**src/rtl/dfsr_pkg.sv**
```systemverilog
package dfsr_pkg;

	localparam int FRACTION_DIGITS = 6;

	localparam int RADICAND_W = 40;
	localparam int ROOT_W = 30;

	// The scaled radicand is held in twice the root width.
	localparam int SQ_W = 2 * ROOT_W;
	// The partial remainder carries room for two new bits and one carry.
	localparam int REM_W = ROOT_W + 3;
	localparam int CNT_W = $clog2(ROOT_W);

	// The magnitude of a non-negative radicand is split into two halves for scaling.
	localparam int MAG_W = RADICAND_W - 1;
	localparam int LO_W = 20;
	localparam int HI_W = MAG_W - LO_W;
	localparam int SCALE_W = 20;

	function automatic logic [63:0] scale_value();
		logic [63:0] s;
		s = 64'd1;
		for (int i = 0; i < FRACTION_DIGITS; i++) begin
			s = s * 64'd10;
		end
		return s;
	endfunction

	localparam logic [SCALE_W-1:0] SCALE = SCALE_W'(scale_value());

	typedef struct packed {
		logic start;
		logic mul_lo;
		logic mul_hi;
		logic iter;
		logic load_out;
	} cmd_t;

	typedef struct packed {
		logic negative;
	} status_t;

endpackage

```
**src/rtl/decimal_fixed_square_root.sv**
```systemverilog
// Square root of a signed decimal fixed-point value in millionths.
// Input channel: in_valid / in_stall carry radicand (40-bit two's complement).
// A transaction is taken at a rising edge with in_valid high and in_stall low.
// Output channel: out_valid / out_stall carry root (30 bits, millionths) and
// negative_error; a transaction completes when out_valid is high and out_stall low.
// root is floor(sqrt(radicand * 10^6)); for a negative radicand root is zero and
// negative_error is set.
// Sequence: a non-negative item goes through two scaling steps on a split 20-bit
// constant multiply, then 30 restoring iterations producing one root bit each,
// then the output load, which waits for a free output register. A negative
// item goes from the first scaling step straight to the output load.
// The block takes one item at a time; the next item is taken the cycle after
// the result is loaded.
// The finished result sits in an output register, so a new item is accepted
// while it waits. If out_stall stays high when the next result is ready, that
// result holds inside and in_stall stays high until the register frees.
// Reset (arst_n low) drops any item in flight and clears out_valid.
module decimal_fixed_square_root (
	input  logic                            clk,
	input  logic                            arst_n,
	input  logic                            in_valid,
	output logic                            in_stall,
	input  logic [dfsr_pkg::RADICAND_W-1:0] radicand,
	output logic                            out_valid,
	input  logic                            out_stall,
	output logic [dfsr_pkg::ROOT_W-1:0]     root,
	output logic                            negative_error
);

	dfsr_pkg::cmd_t    cmd;
	dfsr_pkg::status_t status;

	// Sequence the scaling, iteration and output load.
	dfsr_ctrl u_ctrl (
		.clk       (clk),
		.arst_n    (arst_n),
		.in_valid  (in_valid),
		.in_stall  (in_stall),
		.out_valid (out_valid),
		.out_stall (out_stall),
		.status    (status),
		.cmd       (cmd)
	);

	// Hold the operand, scaled radicand, remainder, root and output register.
	dfsr_datapath u_datapath (
		.clk            (clk),
		.radicand       (radicand),
		.cmd            (cmd),
		.status         (status),
		.root           (root),
		.negative_error (negative_error)
	);

endmodule

```
**src/rtl/dfsr_datapath.sv**
```systemverilog
module dfsr_datapath (
	input  logic                          clk,
	input  logic [dfsr_pkg::RADICAND_W-1:0] radicand,
	input  dfsr_pkg::cmd_t                cmd,
	output dfsr_pkg::status_t             status,
	output logic [dfsr_pkg::ROOT_W-1:0]   root,
	output logic                          negative_error
);

	logic [dfsr_pkg::MAG_W-1:0]   mag_q;
	logic                         neg_q;
	logic [dfsr_pkg::SQ_W-1:0]    scaled_q;
	logic [dfsr_pkg::REM_W-1:0]   rem_q;
	logic [dfsr_pkg::ROOT_W-1:0]  root_q;

	logic [dfsr_pkg::LO_W+dfsr_pkg::SCALE_W-1:0] lo_prod;
	logic [dfsr_pkg::HI_W+dfsr_pkg::SCALE_W-1:0] hi_prod;
	logic [dfsr_pkg::SQ_W-1:0]    hi_term;
	logic [dfsr_pkg::REM_W-1:0]   trial;
	logic [dfsr_pkg::REM_W-1:0]   divisor;
	logic                         fits;

	assign lo_prod = mag_q[dfsr_pkg::LO_W-1:0] * dfsr_pkg::SCALE;
	assign hi_prod = mag_q[dfsr_pkg::MAG_W-1:dfsr_pkg::LO_W] * dfsr_pkg::SCALE;
	assign hi_term = dfsr_pkg::SQ_W'({hi_prod, {dfsr_pkg::LO_W{1'b0}}});

	// Bring down the next two radicand bits and try the odd trial divisor.
	assign trial = {rem_q[dfsr_pkg::REM_W-3:0], scaled_q[dfsr_pkg::SQ_W-1 -: 2]};
	assign divisor = dfsr_pkg::REM_W'({root_q, 2'b01});
	assign fits = trial >= divisor;

	assign status.negative = neg_q;

	always_ff @(posedge clk) begin
		if (cmd.start) begin
			mag_q <= radicand[dfsr_pkg::MAG_W-1:0];
			neg_q <= radicand[dfsr_pkg::RADICAND_W-1];
			rem_q <= '0;
			root_q <= '0;
		end
		if (cmd.mul_lo) begin
			scaled_q <= dfsr_pkg::SQ_W'(lo_prod);
		end else if (cmd.mul_hi) begin
			scaled_q <= scaled_q + hi_term;
		end else if (cmd.iter) begin
			scaled_q <= {scaled_q[dfsr_pkg::SQ_W-3:0], 2'b00};
			rem_q <= fits ? (trial - divisor) : trial;
			root_q <= {root_q[dfsr_pkg::ROOT_W-2:0], fits};
		end
		if (cmd.load_out) begin
			root <= neg_q ? '0 : root_q;
			negative_error <= neg_q;
		end
	end

endmodule

```
**src/rtl/dfsr_ctrl.sv**
```systemverilog
module dfsr_ctrl (
	input  logic              clk,
	input  logic              arst_n,
	input  logic              in_valid,
	output logic              in_stall,
	output logic              out_valid,
	input  logic              out_stall,
	input  dfsr_pkg::status_t status,
	output dfsr_pkg::cmd_t    cmd
);

	localparam logic [2:0] S_IDLE   = 3'd0;
	localparam logic [2:0] S_MUL_LO = 3'd1;
	localparam logic [2:0] S_MUL_HI = 3'd2;
	localparam logic [2:0] S_ITER   = 3'd3;
	localparam logic [2:0] S_FINISH = 3'd4;

	localparam logic [dfsr_pkg::CNT_W-1:0] LAST_ITER = dfsr_pkg::CNT_W'(dfsr_pkg::ROOT_W - 1);

	logic [2:0]                 state_q;
	logic [2:0]                 state_d;
	logic [dfsr_pkg::CNT_W-1:0] count_q;
	logic                       out_valid_q;
	logic                       slot_free;

	assign in_stall = state_q != S_IDLE;
	assign out_valid = out_valid_q;
	assign slot_free = !out_valid_q || !out_stall;

	always_comb begin
		cmd = '0;
		state_d = state_q;
		unique case (state_q)
			S_IDLE: begin
				if (in_valid) begin
					cmd.start = 1'b1;
					state_d = S_MUL_LO;
				end
			end
			S_MUL_LO: begin
				cmd.mul_lo = 1'b1;
				// Negative input has no root: go straight to the result.
				state_d = status.negative ? S_FINISH : S_MUL_HI;
			end
			S_MUL_HI: begin
				cmd.mul_hi = 1'b1;
				state_d = S_ITER;
			end
			S_ITER: begin
				cmd.iter = 1'b1;
				if (count_q == LAST_ITER) begin
					state_d = S_FINISH;
				end
			end
			S_FINISH: begin
				if (slot_free) begin
					cmd.load_out = 1'b1;
					state_d = S_IDLE;
				end
			end
			default: begin
				state_d = S_IDLE;
			end
		endcase
	end

	always_ff @(posedge clk or negedge arst_n) begin
		if (!arst_n) begin
			state_q <= S_IDLE;
			count_q <= '0;
			out_valid_q <= 1'b0;
		end else begin
			state_q <= state_d;
			if (state_q != S_ITER) begin
				count_q <= '0;
			end else begin
				count_q <= count_q + 1'b1;
			end
			if (cmd.load_out) begin
				out_valid_q <= 1'b1;
			end else if (!out_stall) begin
				out_valid_q <= 1'b0;
			end
		end
	end

	a_accept_starts: assert property (@(posedge clk) disable iff (!arst_n)
		(in_valid && !in_stall) |=> (state_q == S_MUL_LO))
		else $error("accepted transaction did not start scaling");

	a_iter_ends: assert property (@(posedge clk) disable iff (!arst_n)
		(state_q == S_ITER && count_q == LAST_ITER) |=> (state_q == S_FINISH))
		else $error("iteration count overran");

	a_no_overwrite: assert property (@(posedge clk) disable iff (!arst_n)
		cmd.load_out |-> (!out_valid_q || !out_stall))
		else $error("result overwritten while stalled");

	a_count_range: assert property (@(posedge clk) disable iff (!arst_n)
		(state_q == S_ITER) |-> (count_q <= LAST_ITER))
		else $error("iteration counter out of range");

endmodule

```
**config.mk**
```make
export PLATFORM = sky130hd
export DESIGN_NAME = decimal_fixed_square_root
export DESIGN_NICKNAME = d
export VERILOG_FILES = /design/src/rtl/dfsr_pkg.sv /design/src/rtl/decimal_fixed_square_root.sv /design/src/rtl/dfsr_datapath.sv /design/src/rtl/dfsr_ctrl.sv
export SDC_FILE = /design/constraint.sdc
export NUM_CORES = 1
export LEC_CHECK = 0
export BUFFER_PORTS_ARGS = -buffer_cell sky130_fd_sc_hd__buf_2
export CAP_MARGIN = 40
export CORE_UTILIZATION = 25
export CTS_BUF_LIST = sky130_fd_sc_hd__clkbuf_4
export CTS_CLUSTER_DIAMETER = 100
export DETAILED_ROUTE_END_ITERATION = 6
export GPL_ROUTABILITY_DRIVEN = 1
export GPL_TIMING_DRIVEN = 1
export PLACE_DENSITY = 0.37
export RECOVER_POWER = 25
export SLEW_MARGIN = 25
export SYNTH_ARGS = -nofsm -noshare
export SYNTH_HDL_FRONTEND = slang
export SYNTH_SLANG_ARGS = --single-unit
```
**constraint.sdc**
```tcl
create_clock -name clk -period 21.1 [get_ports clk]
set_input_delay 3.165 -clock clk [delete_from_list [all_inputs] [get_ports clk]]
set_output_delay 3.165 -clock clk [all_outputs]
set_load 0.005 [all_outputs]
```
==> metrics.csv <==
metric,value,unit
status,"complete, but fails checks",
violations,"max-capacitance violations, max-slew violations",
synth_area,19600,um2
hp-class,flop to flop,
r2r_setup_slack,13.62,ns
worst_skew_pair.late_latency,0.79,ns
critPathMaxFanout,7,
regToRegEndpoint,u_datapath.scaled_q[57],
wl,49900,um
layout_common_cells,"inv_1, ha_1, fa_1, o21ai_0, nand2_1",
r2r-start,u_datapath.mag_q[21],
rsz0062_at_grt,no,
worstMarginPinSlew,1.67,ns
grt_usage,12.9,%
min_path_cells,2,
cp.required,21.83,ns
hold_viol_final,0,
yosys_warnings,0,
ys_types,76,
via_per_inst,4.57,
relSlewSlack,-11.0,%
nets,2670,
use_met2,21.2,%
syn-num-nets,2563,
die_area,79600,um2
gp_congestion,0.815,
globalRouteMet3Util,2.18,%
fin_crit_sh,35.4,%
synth_edf_count,105,
drt_iter0_drc,570,
ys_ff_latch,201,
regArea,5120,um2
skew,0.0833,ns
hp-start,u_datapath.scaled_q[1],
use_met1,17.1,%
finalMaxSlewViolations,32,
synthArstFlopShare,4.48,%
busiest_layer,met2,
cts_made_buffers,68,
grt_start_max_net_pins,82,
fp-row-count,102,
setup_viol,0,
syn_area_per_cell,9.45,um2
crit_path_end_kind,flop,
clock_sinks,201,
final_common_cell,inv_1,
antenna_left,0,
clockBufferDepth,3,
grt_pass1_vias,15400,
firstDrtPassIters,5,
antenna_found_initial,2,
crit_start,u_datapath.mag_q[21],
reg2regPathDepth,27,
critical_path_class,flop to flop,
multiInputGateArea,13100,um2
dp_hpwl,38800,um
cts_tree,built,
drc_errors,0,
fin_tns_setup,0,ns
area_growth,12.9,%
core_area,77600,um2
fillCellCount,8400,
min_period,7.48,ns
max_freq,134,MHz
start_kind,flop,
ys.flop_type,edfxtp_1,
grt_pass1_wl,82000,um
wl_per_cell,15.2,um
start_util,25.3,%
fp.dieH,282,um
post_cts_resized,0,
cap_violations,1,
die_w,282,um
synthCells,2075,
cts.htree.levels,3,
ios,77,
io_buffers,76,
crit_arrival,8.21,ns
ys_seq_area_share,26.1,%
drive_above_1_share,9.81,%
grt_overflow,0,
hold_buffers,0,
clkTransAtPathRegs,0.07,ns
clockRootBuffer,clkbuf_4,
vias,15000,
cts_setup_buffers,0,
## routing by layer
metal | up-vias | part of all wire, % | wire [um]
met1 | 7187 | 48 | 24000
met3 | 87 | 3.3 | 1630
met2 | 204 | 46 | 23000
met4 | 2 | 2.5 | 1260
li1 | 7475 | - | -
met5 | - | 0.026 | 13
## Yosys cell counts, types with 20 or more instances
| library cell | instances | area [um2] |
|---|---|---|
| o21a_1 | 20 | 150 |
| nand3_1 | 67 | 335 |
| nand2_1 | 118 | 443 |
| a21o_1 | 66 | 495 |
| dfxtp_1 | 87 | 1740 |
| inv_1 | 319 | 1200 |
| xnor2_1 | 73 | 639 |
| edfxtp_1 | 105 | 3150 |
| nand2b_1 | 23 | 144 |
| ha_1 | 298 | 3730 |
| nor2_1 | 104 | 390 |
| clkbuf_1 | 51 | 191 |
| fa_1 | 146 | 2920 |
| o21ai_0 | 141 | 706 |
| a21oi_1 | 103 | 515 |
| nor3_1 | 26 | 130 |
| o211ai_1 | 25 | 188 |
| xor2_1 | 39 | 342 |
## stage by stage
step	cells	hold WS (ns)	area (um2)	utilization, %	worst slack, ns
4_1_cts	3270	0.409	22100	28.5	13.63
2_1_floorplan	2075	0.415	19600	-	14.09
5_1_grt	3274	0.461	22100	28.5	13.28
3_5_place_dp	3150	0.438	21200	27.4	13.61
3_3_place_gp	3145	0.427	21200	27.3	13.75
6_report	3274	0.422	22100	28.5	13.62
## cell families after synthesis
group	count (synthesis)	share of synthesized area, %
muxes	5	0.262
buffers and inverters	378	7.35
xor gates and xnor gates	112	5.00
DFF	201	26.1
and+or+nand+nor	423	10.2
AOI/OAI and AO/OA	512	17.2
adders and majority gates	444	33.9
## worst max-delay path, cell delays in order (launching register included)
cell	delay [ns]
edfxtp_1	0.51
inv_1	0.15
fa_1	0.55
inv_1	0.05
fa_1	0.45
fa_1	0.51
fa_1	0.42
ha_1	0.28
inv_1	0.04
fa_1	0.47
inv_1	0.04
ha_1	0.32
or3_1	0.35
o21ai_0	0.08
a31o_2	0.15
a2bb2oi_1	0.26
a21oi_1	0.15
nor3_1	0.35
xnor2_1	0.18
ha_1	0.31
a21o_1	0.21
a21o_1	0.18
a21o_1	0.19
a21o_1	0.18
a21o_1	0.18
a221o_1	0.38
a2111oi_2	0.35
nand3b_1	0.14
## cell type report
| type | count | area share [%] |
|---|---|---|
| Sequential cell | 201 | 23.1 |
| Timing Repair Buffer | 95 | 2.58 |
| Clock inverter | 22 | 0.638 |
| Inverter | 320 | 5.42 |
| Tap cell | 1040 | 5.88 |
| Multi-Input combinational cell | 1496 | 59.0 |
| Clock buffer | 98 | 3.32 |
| Antenna cell | 2 | 0.0226 |
## registers in the layout, indices dropped and copies added, names as in the netlist, 3 cells and up, named ones only
signal,count
u_datapath.mag_q,39
u_datapath.scaled_q,56
u_datapath.rem_q,31
u_datapath.root,30
u_ctrl.state_q,3
u_datapath.root_q,30
u_ctrl.count_q,5
## worst max path at each step
stage	to	cells past startpoint
final	u_datapath.scaled_q[57]	27
after global routing	u_datapath.scaled_q[57]	27
after CTS	u_datapath.scaled_q[57]	27
after detailed placement	u_datapath.scaled_q[57]	27
after global placement	u_datapath.scaled_q[57]	27
after floorplan	u_datapath.scaled_q[57]	29
Power is not shown: default switching activity piles up to over one toggle a cycle in this logic, so the estimate is an artifact.
